**src/rtl/r2fft_pkg.sv**
```systemverilog
// Shared types, constants and helper functions for the radix-2 FFT block.
`timescale 1ns / 1ps
package r2fft_pkg;

  // Sizes of the point store and of the arithmetic.
  localparam int MAX_POINTS = 1024;
  localparam int ADDR_W     = $clog2(MAX_POINTS);
  localparam int CNT_W      = ADDR_W + 1;
  localparam int LOG_W      = 4;
  localparam int SAMPLE_W   = 16;
  localparam int DATA_W     = 28;
  localparam int TW_FRAC    = 16;
  localparam int TW_W       = TW_FRAC + 2;
  localparam int ROM_DEPTH  = MAX_POINTS / 4 + 1;
  localparam int TWI_W      = ADDR_W - 1;
  localparam int PROD_W     = TW_W + DATA_W;
  localparam int TR_W       = PROD_W + 1 - TW_FRAC;
  localparam int SUM_W      = TR_W + 1;
  localparam int CFG_IDX_W  = 1;

  localparam longint unsigned TWO_PI_Q30 = 64'd6746518852;

  // Opcodes of an input item.
  localparam logic OP_LOAD  = 1'b0;
  localparam logic OP_FETCH = 1'b1;

  // Configuration register indexes.
  localparam logic [CFG_IDX_W-1:0] CFG_INVERSE = 1'b0;
  localparam logic [CFG_IDX_W-1:0] CFG_LENGTH  = 1'b1;

  // One input item.
  typedef struct packed {
    logic                       opcode;
    logic signed [SAMPLE_W-1:0] sample_real;
    logic signed [SAMPLE_W-1:0] sample_imag;
  } item_t;

  // One result item.
  typedef struct packed {
    logic                     valid_res;
    logic signed [DATA_W-1:0] result_real;
    logic signed [DATA_W-1:0] result_imag;
    logic [ADDR_W-1:0]        point_index;
    logic                     last_point;
  } result_t;

  // Source of the data written into the point store.
  typedef enum logic [2:0] {
    WSRC_SAMPLE,
    WSRC_PORT_A,
    WSRC_PORT_B,
    WSRC_BF_TOP,
    WSRC_BF_BOT,
    WSRC_SCALE
  } wr_src_t;

  // Commands from the controller to the datapath.
  typedef struct packed {
    logic              capture;
    logic              rd_en;
    logic [ADDR_W-1:0] rd_addr_a;
    logic [ADDR_W-1:0] rd_addr_b;
    logic [TWI_W-1:0]  tw_idx;
    logic              mul_en;
    logic              sum_en;
    logic              wr_en;
    logic [ADDR_W-1:0] wr_addr;
    wr_src_t           wr_src;
    logic              inverse;
    logic [LOG_W-1:0]  log2_len;
    logic              point_sel;
    logic [ADDR_W-1:0] point_index;
    logic              point_last;
  } dp_cmd_t;

  typedef logic signed [TW_W-1:0] cos_rom_t [ROM_DEPTH];

  // Unsigned 64-bit quotient by shift and subtract, used only while building the table.
  function automatic longint unsigned udiv64(input longint unsigned num,
                                             input longint unsigned den);
    logic [64:0]     rem;
    longint unsigned quo;
    rem = '0;
    quo = '0;
    for (int b = 63; b >= 0; b--) begin
      rem = {rem[63:0], num[b]};
      if (rem >= {1'b0, den}) begin
        rem    = rem - {1'b0, den};
        quo[b] = 1'b1;
      end
    end
    return quo;
  endfunction

  // Quarter-wave cosine table in Q2.16, built by an integer Taylor series in Q30.
  function automatic cos_rom_t build_cos_rom();
    cos_rom_t          rom;
    longint unsigned   x;
    longint unsigned   x2;
    longint unsigned   t;
    longint            sum;
    for (int i = 0; i < ROM_DEPTH; i++) begin
      x   = (longint'(i) * TWO_PI_Q30 + MAX_POINTS / 2) / MAX_POINTS;
      x2  = (x * x + (64'd1 << 29)) >> 30;
      t   = 64'd1 << 30;
      sum = longint'(t);
      for (int n = 0; n < 28; n += 2) begin
        t = udiv64(t * x2, 64'((n + 1) * (n + 2)));
        if (((n / 2) % 2) == 0) begin
          sum = sum - longint'(t);
        end else begin
          sum = sum + longint'(t);
        end
      end
      if (sum < 0) begin
        sum = 0;
      end
      if (sum > (64'sd1 <<< 30)) begin
        sum = 64'sd1 <<< 30;
      end
      sum    = (sum + (64'sd1 <<< (29 - TW_FRAC))) >>> (30 - TW_FRAC);
      rom[i] = sum[TW_W-1:0];
    end
    return rom;
  endfunction

  // Bit reversal of an index over the low l bits.
  function automatic logic [ADDR_W-1:0] bit_rev(input logic [ADDR_W-1:0] i,
                                                input logic [LOG_W-1:0]  l);
    logic [ADDR_W-1:0] r;
    for (int s = 0; s < ADDR_W; s++) begin
      r[ADDR_W-1-s] = i[s];
    end
    return r >> (LOG_W'(ADDR_W) - l);
  endfunction

  // Saturation of a butterfly sum to the store width.
  function automatic logic signed [DATA_W-1:0] sat_data(input logic signed [SUM_W-1:0] v);
    logic signed [SUM_W-1:0] hi;
    logic signed [SUM_W-1:0] lo;
    hi = SUM_W'((64'sd1 <<< (DATA_W - 1)) - 1);
    lo = -hi - 1;
    if (v > hi) begin
      return hi[DATA_W-1:0];
    end else if (v < lo) begin
      return lo[DATA_W-1:0];
    end
    return v[DATA_W-1:0];
  endfunction

endpackage

```
**src/rtl/r2fft_ctrl.sv**
```systemverilog
// Controller of the FFT: handshake, counters, configuration and transform sequencing.
`timescale 1ns / 1ps
module r2fft_ctrl (
  input  logic                                clk,
  input  logic                                rst,
  input  logic                                start,
  input  logic                                opcode,
  input  logic                                cfg_we,
  input  logic [r2fft_pkg::CFG_IDX_W-1:0]     cfg_index,
  input  logic [r2fft_pkg::LOG_W-1:0]         cfg_data,
  output logic                                busy,
  output logic                                done,
  output r2fft_pkg::dp_cmd_t                  dp_cmd
);
  import r2fft_pkg::*;

  typedef enum logic [13:0] {
    S_IDLE  = 14'b00000000000001,
    S_LOAD  = 14'b00000000000010,
    S_FETCH = 14'b00000000000100,
    S_RESP  = 14'b00000000001000,
    S_PRD   = 14'b00000000010000,
    S_PWA   = 14'b00000000100000,
    S_PWB   = 14'b00000001000000,
    S_BRD   = 14'b00000010000000,
    S_BMUL  = 14'b00000100000000,
    S_BSUM  = 14'b00001000000000,
    S_BWA   = 14'b00010000000000,
    S_BWB   = 14'b00100000000000,
    S_SRD   = 14'b01000000000000,
    S_SWR   = 14'b10000000000000
  } state_t;

  state_t            state;
  logic              inverse;
  logic [LOG_W-1:0]  length_log2;
  logic [CNT_W-1:0]  loaded_count;
  logic [CNT_W-1:0]  fetched_count;
  logic              transform_done;
  logic [ADDR_W-1:0] idx;
  logic [LOG_W-1:0]  stage;
  logic              resp_point;
  logic [ADDR_W-1:0] resp_index;
  logic              resp_last;

  logic [LOG_W-1:0]  eff_l;
  logic [CNT_W-1:0]  n_pts;
  logic [CNT_W-1:0]  half_pts;
  logic [ADDR_W-1:0] rev_idx;
  logic [ADDR_W-1:0] bf_k;
  logic [ADDR_W-1:0] bf_a;
  logic [ADDR_W-1:0] bf_b;
  logic [ADDR_W-1:0] tw_full;
  logic              last_idx;
  logic              last_half;
  logic              last_stage;
  logic [CNT_W-1:0]  load_pos;
  logic [CNT_W-1:0]  load_next;
  logic [CNT_W-1:0]  fetch_next;
  logic              accept;

  assign busy   = (state != S_IDLE);
  assign done   = (state == S_RESP);
  assign accept = start && !busy;

  // Effective length, clamped to the supported range.
  always_comb begin
    if (length_log2 == '0) begin
      eff_l = LOG_W'(1);
    end else if (length_log2 > LOG_W'(ADDR_W)) begin
      eff_l = LOG_W'(ADDR_W);
    end else begin
      eff_l = length_log2;
    end
  end

  // Index arithmetic for the permutation, butterfly and scaling passes.
  always_comb begin
    n_pts      = CNT_W'(1) << eff_l;
    half_pts   = n_pts >> 1;
    rev_idx    = bit_rev(idx, eff_l);
    bf_k       = idx & ((ADDR_W'(1) << stage) - 1'b1);
    bf_a       = ((idx >> stage) << (stage + 1'b1)) | bf_k;
    bf_b       = bf_a | (ADDR_W'(1) << stage);
    tw_full    = bf_k << (LOG_W'(ADDR_W - 1) - stage);
    last_idx   = ({1'b0, idx} == (n_pts - 1'b1));
    last_half  = ({1'b0, idx} == (half_pts - 1'b1));
    last_stage = (stage == (eff_l - 1'b1));
    load_pos   = transform_done ? '0 : loaded_count;
    load_next  = load_pos + 1'b1;
    fetch_next = fetched_count + 1'b1;
  end

  // Datapath commands decoded from the state.
  always_comb begin
    dp_cmd             = '0;
    dp_cmd.wr_src      = WSRC_SAMPLE;
    dp_cmd.capture     = accept;
    dp_cmd.inverse     = inverse;
    dp_cmd.log2_len    = eff_l;
    dp_cmd.point_sel   = resp_point && (state == S_RESP);
    dp_cmd.point_index = resp_index;
    dp_cmd.point_last  = resp_last;
    case (state)
      S_LOAD: begin
        dp_cmd.wr_en   = 1'b1;
        dp_cmd.wr_addr = load_pos[ADDR_W-1:0];
        dp_cmd.wr_src  = WSRC_SAMPLE;
      end
      S_FETCH: begin
        dp_cmd.rd_en     = 1'b1;
        dp_cmd.rd_addr_a = fetched_count[ADDR_W-1:0];
        dp_cmd.rd_addr_b = fetched_count[ADDR_W-1:0];
      end
      S_PRD: begin
        dp_cmd.rd_en     = 1'b1;
        dp_cmd.rd_addr_a = idx;
        dp_cmd.rd_addr_b = rev_idx;
      end
      S_PWA: begin
        dp_cmd.wr_en   = (idx < rev_idx);
        dp_cmd.wr_addr = idx;
        dp_cmd.wr_src  = WSRC_PORT_B;
      end
      S_PWB: begin
        dp_cmd.wr_en   = 1'b1;
        dp_cmd.wr_addr = rev_idx;
        dp_cmd.wr_src  = WSRC_PORT_A;
      end
      S_BRD: begin
        dp_cmd.rd_en     = 1'b1;
        dp_cmd.rd_addr_a = bf_a;
        dp_cmd.rd_addr_b = bf_b;
        dp_cmd.tw_idx    = tw_full[TWI_W-1:0];
      end
      S_BMUL: dp_cmd.mul_en = 1'b1;
      S_BSUM: dp_cmd.sum_en = 1'b1;
      S_BWA: begin
        dp_cmd.wr_en   = 1'b1;
        dp_cmd.wr_addr = bf_a;
        dp_cmd.wr_src  = WSRC_BF_TOP;
      end
      S_BWB: begin
        dp_cmd.wr_en   = 1'b1;
        dp_cmd.wr_addr = bf_b;
        dp_cmd.wr_src  = WSRC_BF_BOT;
      end
      S_SRD: begin
        dp_cmd.rd_en     = 1'b1;
        dp_cmd.rd_addr_a = idx;
        dp_cmd.rd_addr_b = idx;
      end
      S_SWR: begin
        dp_cmd.wr_en   = 1'b1;
        dp_cmd.wr_addr = idx;
        dp_cmd.wr_src  = WSRC_SCALE;
      end
      default: dp_cmd.wr_en = 1'b0;
    endcase
  end

  // Configuration writes.
  always_ff @(posedge clk) begin
    if (rst) begin
      inverse     <= 1'b0;
      length_log2 <= LOG_W'(ADDR_W);
    end else if (cfg_we) begin
      case (cfg_index)
        CFG_INVERSE: inverse     <= cfg_data[0];
        CFG_LENGTH:  length_log2 <= cfg_data;
        default:     inverse     <= inverse;
      endcase
    end
  end

  // Sequencer and frame counters.
  always_ff @(posedge clk) begin
    if (rst) begin
      state          <= S_IDLE;
      loaded_count   <= '0;
      fetched_count  <= '0;
      transform_done <= 1'b0;
      idx            <= '0;
      stage          <= '0;
      resp_point     <= 1'b0;
    end else begin
      case (state)
        S_IDLE: begin
          if (accept) begin
            state <= (opcode == OP_FETCH) ? S_FETCH : S_LOAD;
          end
        end
        S_LOAD: begin
          transform_done <= 1'b0;
          loaded_count   <= load_next;
          if (transform_done) begin
            fetched_count <= '0;
          end
          if (load_next >= n_pts) begin
            idx   <= '0;
            state <= S_PRD;
          end else begin
            state <= S_IDLE;
          end
        end
        S_FETCH: begin
          resp_point <= transform_done && (fetched_count < n_pts);
          resp_index <= fetched_count[ADDR_W-1:0];
          resp_last  <= (fetched_count == (n_pts - 1'b1));
          if (transform_done) begin
            if (fetched_count >= n_pts) begin
              transform_done <= 1'b0;
              loaded_count   <= '0;
              fetched_count  <= '0;
            end else begin
              if (fetch_next >= n_pts) begin
                transform_done <= 1'b0;
                loaded_count   <= '0;
                fetched_count  <= '0;
              end else begin
                fetched_count <= fetch_next;
              end
            end
          end
          state <= S_RESP;
        end
        S_RESP: state <= S_IDLE;
        S_PRD:  state <= S_PWA;
        S_PWA: begin
          if (idx < rev_idx) begin
            state <= S_PWB;
          end else if (last_idx) begin
            idx   <= '0;
            stage <= '0;
            state <= S_BRD;
          end else begin
            idx   <= idx + 1'b1;
            state <= S_PRD;
          end
        end
        S_PWB: begin
          if (last_idx) begin
            idx   <= '0;
            stage <= '0;
            state <= S_BRD;
          end else begin
            idx   <= idx + 1'b1;
            state <= S_PRD;
          end
        end
        S_BRD:  state <= S_BMUL;
        S_BMUL: state <= S_BSUM;
        S_BSUM: state <= S_BWA;
        S_BWA:  state <= S_BWB;
        S_BWB: begin
          if (!last_half) begin
            idx   <= idx + 1'b1;
            state <= S_BRD;
          end else if (!last_stage) begin
            idx   <= '0;
            stage <= stage + 1'b1;
            state <= S_BRD;
          end else if (inverse) begin
            idx   <= '0;
            state <= S_SRD;
          end else begin
            transform_done <= 1'b1;
            fetched_count  <= '0;
            state          <= S_IDLE;
          end
        end
        S_SRD: state <= S_SWR;
        S_SWR: begin
          if (last_idx) begin
            transform_done <= 1'b1;
            fetched_count  <= '0;
            state          <= S_IDLE;
          end else begin
            idx   <= idx + 1'b1;
            state <= S_SRD;
          end
        end
        default: state <= S_IDLE;
      endcase
    end
  end

endmodule

```
**config.mk**
```make
export PLATFORM = sky130hd
export DESIGN_NAME = r2fft_ctrl
export DESIGN_NICKNAME = d
export VERILOG_FILES = /design/src/rtl/r2fft_pkg.sv /design/src/rtl/r2fft_ctrl.sv
export SDC_FILE = /design/constraint.sdc
export NUM_CORES = 1
export LEC_CHECK = 0
export BUFFER_PORTS_ARGS = -buffer_cell sky130_fd_sc_hd__buf_4
export CORE_MARGIN = 10
export CORE_UTILIZATION = 50
export DETAILED_ROUTE_END_ITERATION = 16
export PLACE_DENSITY = 0.8
export SLEW_MARGIN = 20
export SYNTH_ARGS = -nofsm -noshare
export SYNTH_HDL_FRONTEND = slang
export SYNTH_SLANG_ARGS = --single-unit
```
**constraint.sdc**
```tcl
create_clock -name clk -period 6.71 [get_ports clk]
set_input_delay 0.3355 -clock clk [delete_from_list [all_inputs] [get_ports clk]]
set_output_delay 0.3355 -clock clk [all_outputs]
set_load 0.05 [all_outputs]
```
After elaboration in Yosys (flattened, before gate mapping)
Cells that the tools add are included.
Storage, ports and cells
  word-level logic and storage cells: 141
  register bits after elaboration: 68
Cells by class
  shift operators: 6
  bitwise gates (word level): 5
  $lt $le $gt $ge: 6
  reductions and logical operators: 18
  multiplexer cells: 53
  add/sub/neg operators: 10
  equality and inequality tests: 32
Operators with widths (count)
  14-bit case mux with 13 select lines: 1
  11-bit 2-to-1 mux: 12
  21-bit case mux with 4 select lines: 1
  13-bit case mux with 6 select lines: 1
  10-bit 2-to-1 mux: 7
  13-bit 2-to-1 mux: 4
  10-bit case mux with 5 select lines: 1
  11-bit case mux with 4 select lines: 1
  11-bit greater-or-equal comparator: 3
  4-bit 2-to-1 mux: 6
  11-bit by 1-bit adder with 11-bit output (second input constant): 2
  10-bit by 11-bit equality test with 1-bit output: 2
  2-bit inequality test (second input constant): 11
  11-bit case mux with 2 select lines: 1
  10-bit OR: 2
  10-bit by 4-bit right shift with 10-bit output: 2
  8-bit 2-to-1 mux: 2
  14-bit by 1-bit equality test with 1-bit output (second input constant): 1
  14-bit by 10-bit equality test with 1-bit output (second input constant): 1
  14-bit by 11-bit equality test with 1-bit output (second input constant): 1
  14-bit by 12-bit equality test with 1-bit output (second input constant): 1
  14-bit by 13-bit equality test with 1-bit output (second input constant): 1
  14-bit equality test (second input constant): 1
  14-bit by 2-bit equality test with 1-bit output (second input constant): 1
  other kinds (49): 64

Longest topological paths before layout
Gate-level depths: netlist of run 1.
  word-level depth: 9
  gate-level depth with buffers: 22

Worst setup path before layout of run 1
No wires, ideal clock.
  path kind: reg2reg
  start: register length_log2[2]
  end: register idx[3]
  period minus slack after synthesis: 4.975 ns
  buffers on the path: 6
  slack: 1.735 ns
  arrival time: 4.843 ns
  setup time: 0.132 ns
  stages on the path, launching flop included: 22
  cells stage by stage: dfxtp_1 -> buf_4 -> or3b_1 -> o21a_1 -> clkbuf_1 -> clkbuf_1 -> inv_1 -> ha_1 -> buf_4 -> nor3b_2 -> inv_1 -> ha_1 -> buf_2 -> and2b_1 -> a222oi_1 -> xnor2_1 -> nor4_1 -> a221o_1 -> or3_1 -> buf_2 -> o21ai_0 -> a21oi_1
RTL lines
  start: declaration: line r2fft_ctrl.sv:36  | logic [LOG_W-1:0] length_log2;
  start signal: assignment: line r2fft_ctrl.sv:166  | length_log2 <= LOG_W'(ADDR_W);
  start signal: assignment: line r2fft_ctrl.sv:170  | CFG_LENGTH: length_log2 <= cfg_data;
  end signal: assignment: line r2fft_ctrl.sv:237  | idx <= idx + 1'b1;
  end signal: assignment: line r2fft_ctrl.sv:247  | idx <= idx + 1'b1;
  end signal: assignment: line r2fft_ctrl.sv:257  | idx <= idx + 1'b1;
  end: declaration: line r2fft_ctrl.sv:40  | logic [ADDR_W-1:0] idx;

Final worst setup path of run 1
  start: register length_log2[2]
  end: register fetched_count[6]
On the way
  longest elaborated chain between the ends: 9
  elaborated cells on any way between the ends: 21
Ends and longest elaborated chain
  4-bit greater-than comparator: line r2fft_ctrl.sv:70  | end else if (length_log2 > LOG_W'(ADDR_W)) begin
  4-bit 2-to-1 mux: line r2fft_ctrl.sv:70
  4-bit 2-to-1 mux *: line r2fft_ctrl.sv:68  | if (length_log2 == '0) begin
  branches (longest 6 deep; another with 11-bit by 1-bit subtractor with 11-bit output)
  end signal: assignment: line r2fft_ctrl.sv:221  | fetched_count <= fetch_next;
  end: declaration: line r2fft_ctrl.sv:38  | logic [CNT_W-1:0] fetched_count;
Mark *: on every way between the ends. The select of a mux whose other input is x is not followed.
A chain may end at the register's enable or synchronous reset.

==> results_dict.tcl, run 1 <==
set metrics [dict create \
    synth_edf_count 11 \
    ir_drop_mv 0.1316 \
    rows 46 \
    dpl_cell_area_sq_um 8667 \
    period_share_pct 83.98 \
    power.switching_w 0.0003157 \
    routed_via_density 6.793 \
    grt_max_degree 59 \
    core_sq_um 15890 \
    first_pass_iters 8 \
    numClockSinks 68 \
    fin_skew_ns 0.009959 \
    fin_tns_setup_ns 0 \
    final_common_cell "nand2_1" \
    seq_power_share_pct 38.8 \
    drc 0 \
    worstSetupEndpointType "flop" \
    slew_headroom_pct 35.58 \
    critPathMaxFanout 28 \
    drv_slew 0 \
    cts.clk_slew.worst_paths_ns 0.06 \
    first_iter_violations 1308 \
    p_leak_nw 3.596 \
    wl_per_cell_um 21.60 \
    syn-num-nets 1167 \
    cts_resized 0 \
    required_ns 6.98 \
    fill_cells 1528 \
    post-place-ws_ns 1.265 \
    avgSynthCellArea_sq_um 7.427 \
    powerDensity_nw_per_um2 121.2 \
    tritoncts "yes" \
    holdBufCountCts 0 \
    antenna_found_initial 0 \
    worstSetupPathType "flop to flop" \
    p_clk_share_pct 44.3 \
    grt.total_usage_pct 25.13 \
    die_w_um 147.5 \
    setup_ws_ns 1.075 \
    hp-class "input port to flop" \
    routed_wl_um 28550 \
    cts_setup_buffers 0 \
    setup-violations-final 0 \
    power.internal_w 0.0007700 \
    clockBufferDepth 2 \
    insertion_delay_ns 0.35 \
    vias 8980 \
    cts-root-buf "clkbuf_16" \
    nets 1173 \
    grt_pass1_vias 8061 \
    grt_overflow 0 \
    yosysSeqAreaShare_pct 18.09 \
    crit_arrival_ns 5.91 \
    h-tree-depth 3 \
    pin_count 76 \
    rsz0062_at_grt "no" \
    area_growth_pct 10.18 \
    ant_nets 0 \
    syn_inst 1095 \
    synth_area_sq_um 8133 \
    die-area_sq_um 21770 \
    initial_core_util_pct 51.20 \
    n_antenna_cell 0 \
    maxCapViolCount 0 \
    synth.ff_latch_count 68 \
    place_congestion 0.9838 \
    synth_cell_types 84 \
    drive_gt1_share_pct 12.57 \
    synthArstFlopShare_pct 0 \
    dp_hpwl_um 21100 \
    timing.final.crit_period_ns 5.635 \
    ys.flop_type "dfxtp_1" \
    netSwitchingFraction_pct 29.08 \
    yosysWarnings 0 \
    max_freq_mhz 177.5 \
    cts_buffers 9 \
    grt_pass1_wl_um 44760 \
    pwr-share-comb_pct 16.9 \
    design_area_sq_um 8961 \
    cp-start-kind "flop" \
    holdWs_ns 0.1552 \
    dieHeight_um 147.5 \
    status "complete, no violations" \
    final_cell_mix "nand2_1, nor2_1, buf_4" \
    numPortBuffers 75 \
    hold_violations 0 \
    tightest_slew_ns 0.9656 \
]
==> routing by layer <==
metal / track usage, % / routed length, um / vias up
li1: - / - / 4088
met1: 34.61 / 12060 / 4190
met2: 36.34 / 11950 / 613
met3: 6.502 / 3412 / 89
met4: 10.21 / 1131 / 0
met5: 0 / 0 / -
==> worst max-delay path: stages (launching register included) <==
cell,delay (ns)
dfxtp_1,0.29
buf_4,0.21
or3b_1,0.44
o21a_1,0.35
inv_1,0.27
ha_1,0.47
nor3b_2,0.31
inv_1,0.16
ha_1,0.31
nor2b_1,0.14
o21a_1,0.16
o211ai_1,0.15
a21oi_1,0.12
a2111oi_1,0.58
nand3_1,0.53
a2111oi_4,0.72
nand3b_1,0.18
a21oi_1,0.17
==> cell families (layout without fill, tap and decap cells) <==
kind of cell,after synthesis,count (layout),share of synthesized area (%)
compound gates,317,317,26.20
xor+xnor,64,64,6.892
fa+ha+maj,62,62,9.538
buf+inv,133,144,6.769
flops,68,68,18.09
mux,32,32,4.938
simple gates,419,419,27.57
==> power groups by stage <==
stage / Clock, W / Sequential [W] / Combinational, W
6_report: 0.000481 / 0.000422 / 0.000183
5_1_grt: 0.000496 / 0.000422 / 0.000199
4_1_cts: 0.000479 / 0.000421 / 0.000179
3_5_place_dp: 0 / 0.000430 / 0.000178
3_3_place_gp: 0 / 0.000430 / 0.000175
2_1_floorplan: 0 / 0.000429 / 0.000141
==> flip-flops by register name, summed over array words and instances (netlist names), 4 cells and up <==
name,count
resp_index,10
length_log2,4
idx,10
loaded_count,11
fetched_count,11
state,14
stage,4
==> cell type report <==
class                           instances  area [sq um]  area share, %
Clock buffer                           10         229.0          2.555
Clock inverter                          6         65.06         0.7261
Inverter                               39         146.4          1.634
Multi-Input combinational cell        894          6111          68.19
Sequential cell                        68          1471          16.42
Tap cell                              216         270.3          3.016
Timing Repair Buffer                   89         668.1          7.456
==> synthesized netlist by cell type (7+ instances only) <==
cell type / count / area (sq um)
nor4_1: 12 / 75.07
o221ai_1: 13 / 113.9
a21o_1: 10 / 75.07
nor2b_1: 22 / 137.6
nand3_1: 41 / 205.2
a222oi_1: 7 / 70.07
and3_1: 22 / 137.6
a211oi_1: 10 / 75.07
a31oi_1: 16 / 100.1
inv_1: 38 / 142.6
nand3b_1: 14 / 105.1
a211o_1: 7 / 61.31
mux2i_1: 21 / 210.2
clkbuf_1: 73 / 274.0
a22oi_1: 20 / 150.1
nor2_1: 91 / 341.6
xor2_1: 26 / 227.7
nand4_1: 20 / 125.1
xnor2_1: 38 / 332.8
nand2_1: 97 / 364.1
buf_2: 11 / 55.05
ha_1: 62 / 775.7
o21ai_0: 57 / 285.3
nor3_1: 21 / 105.1
edfxtp_1: 11 / 330.3
a21oi_1: 85 / 425.4
buf_4: 8 / 60.06
nand4b_1: 15 / 131.4
o211ai_1: 17 / 127.6
o21a_1: 7 / 52.55
dfxtp_1: 57 / 1141
nor3b_1: 9 / 67.56
nand2b_1: 11 / 68.82
==> through the flow <==
step	std cells	util (%)	total power [W]
CTS	1322	56.41	0.001080
floorplan	1095	-	0.0005707
global placement	1306	54.56	0.0006050
detailed placement	1306	54.56	0.0006079
finish	1322	56.41	0.001086
global route	1322	56.41	0.001117
==> worst paths after layout <==
kind                                      start  slack (ns)                             to  cells after the start
setup / recovery    length_log2[2]$_SDFFE_PP0P_        1.07  fetched_count[6]$_SDFFE_PP0P_                     17
hold / removal                           opcode        0.16          state[1]$_SDFFE_PP0P_                      2
setup reg to reg    length_log2[2]$_SDFFE_PP0P_        1.07  fetched_count[6]$_SDFFE_PP0P_                     17
hold reg to reg   loaded_count[10]$_SDFFE_PP0P_        0.47  loaded_count[10]$_SDFFE_PP0P_                      2
Power figures use the tool's default switching activity.
==> run 2, diff against run 1 <==
PLACE_DENSITY = 0.83   (was 0.8)
clock period = 5 ns   (was 6.71 ns; I/O delays follow)
==> run 2 against run 1 <==
Compared with the run above: wire length is 3.9% higher; via count increased by 1.4%; global-route usage up 0.55 points; flip-flop and latch count unchanged; critical path depth decreased by 3; combinational power increased by 39%; cell area grew 1.7%; highest routed layer unchanged.
==> results_dict.tcl, run 2 (same netlist as run 1, synthesis figures left out) <==
set metrics [dict create \
    slew_headroom_pct 33.23 \
    rsz0062_at_grt "no" \
    drive_gt1_share_pct 14.20 \
    crit_arrival_ns 4.58 \
    largest_register_ffs 14 \
    ant_nets 0 \
    routed_via_density 6.779 \
    first_iter_violations 1111 \
    grt_pass1_wl_um 45680 \
    setup_ws_ns 0.1715 \
    numPortBuffers 75 \
    p_leak_nw 3.699 \
    critPathMaxFanout 31 \
    top_register "state" \
    drv_slew 0 \
    final_cell_mix "buf_4, nand2_1, nor2_1" \
    hp-class "input port to flop" \
    area_growth_pct 12.11 \
    largest_registers "state: 14 flops, fetched_count: 11 flops, loaded_count: 11 flops" \
    timing.final.crit_period_ns 4.829 \
    routed_wl_um 29650 \
    hold_violations 0 \
    antenna_found_initial 0 \
    tightest_slew_ns 0.9979 \
    place_congestion 1.006 \
    wl_per_cell_um 22.08 \
    nets 1194 \
    status "complete, no violations" \
    cts-root-buf "clkbuf_16" \
    initial_core_util_pct 51.20 \
    drc 0 \
    clockBufferDepth 2 \
    cp-start-kind "flop" \
    grt_overflow 0 \
    cp_slowest_stage_delay_ns 0.57 \
    insertion_delay_ns 0.35 \
    final_util_pct 57.40 \
    die-area_sq_um 21770 \
    post-place-ws_ns 0.3647 \
    grt_pass1_vias 8276 \
    period_share_pct 96.57 \
    rows 46 \
    pin_count 76 \
    cp_cell_sequence "buf_4, nand2b_1, clkinv_1, xnor2_1, nor2_1, a311o_1, ha_1, a21oi_1, o21ai_0, a21oi_1, nand4_1, a21oi_1, or2_2, buf_4" \
    worstSetupEndpointType "output port" \
    cpMostUsedCell "a21oi_1" \
    worstSetupPathType "flop to output port" \
    grt_max_degree 59 \
    required_ns 4.75 \
    cts.clk_slew.worst_paths_ns 0.05 \
    numClockSinks 68 \
    crit_slowest_cell "xnor2_1" \
    fill_cells 1481 \
    powerDensity_nw_per_um2 159.3 \
    dp_hpwl_um 21980 \
    ir_drop_mv 0.1634 \
    fin_skew_ns 0.01324 \
    die_w_um 147.5 \
    grt.total_usage_pct 25.69 \
    h-tree-depth 3 \
    vias 9104 \
    max_freq_mhz 207.1 \
    dieHeight_um 147.5 \
    n_antenna_cell 0 \
    maxCapViolCount 0 \
    tritoncts "yes" \
    core_sq_um 15890 \
    cts_buffers 9 \
    final_common_cell "buf_4" \
    setup-violations-final 0 \
    first_pass_iters 5 \
    fin_tns_setup_ns 0 \
]
-- run 2: final timing paths --
| path | from | endpoint | slack [ns] | cells after the start |
|---|---|---|---|---|
| max | length_log2[3]$_SDFFE_PP1P_ | dp_cmd[30] | 0.17 | 14 |
| min | opcode | state[1]$_SDFFE_PP0P_ | 0.08 | 2 |
| min reg2reg | loaded_count[10]$_SDFFE_PP0P_ | loaded_count[10]$_SDFFE_PP0P_ | 0.47 | 2 |
| max reg2reg | length_log2[0]$_SDFFE_PP0P_ | fetched_count[10]$_SDFFE_PP0P_ | 0.23 | 15 |
-- run 2: report_power, final --
group | leakage, nW | switching [W] | internal (W)
Sequential | 0.562 | 0.00000801 | 0.000559
Combinational | 2.99 | 0.000161 | 0.0000924
Clock | 0.145 | 0.000252 | 0.000379
-- run 2: worst max-delay path: cells and delay by family, from the launching register on --
family / cells / cell delay, ns
buffers and inverters: 3 / 0.85
AND/OR/NAND/NOR: 4 / 0.62
AO/OA/AOI/OAI: 5 / 1.37
adder cells (fa/ha/maj): 1 / 0.32
flip-flops: 1 / 0.51
XOR/XNOR: 1 / 0.57
-- run 2: final cells by class --
cell class / count / area [sq um] / share of cell area, %
inverter: 39 / 146.4 / 1.606
multi-input combinational: 894 / 6113 / 67.05
sequential: 68 / 1471 / 16.14
tap: 216 / 270.3 / 2.964
clock buffer: 13 / 271.5 / 2.978
timing repair buffer: 110 / 825.8 / 9.057
clock inverter: 3 / 18.77 / 0.2058
-- run 2: repair_timing --
action                     4_1_cts  5_1_grt
resized for setup                0        1
setup endpoints to repair        0        1
setup buffers                    0        0
hold endpoints to repair         0        0
hold buffers                     0        0
-- run 2: layer usage --
metal	track usage (%)	up-vias	part of all wire (%)
met5	0	-	0
met4	9.316	0	3.8
met3	6.044	92	12
met2	39.16	662	43
met1	34.50	4222	41
li1	-	4128	-
-- run 2: per-stage QoR --
step	hold slack, ns	cell area [sq um]	power (W)	instances
3_3_place_gp	0.4234	8825	0.0008199	1327
4_1_cts	0.07493	9115	0.001445	1343
6_report	0.07701	9117	0.001452	1343
3_5_place_dp	0.4274	8825	0.0008236	1327
5_1_grt	0.08728	9117	0.001496	1343
2_1_floorplan	0.3293	8133	0.0007659	1095
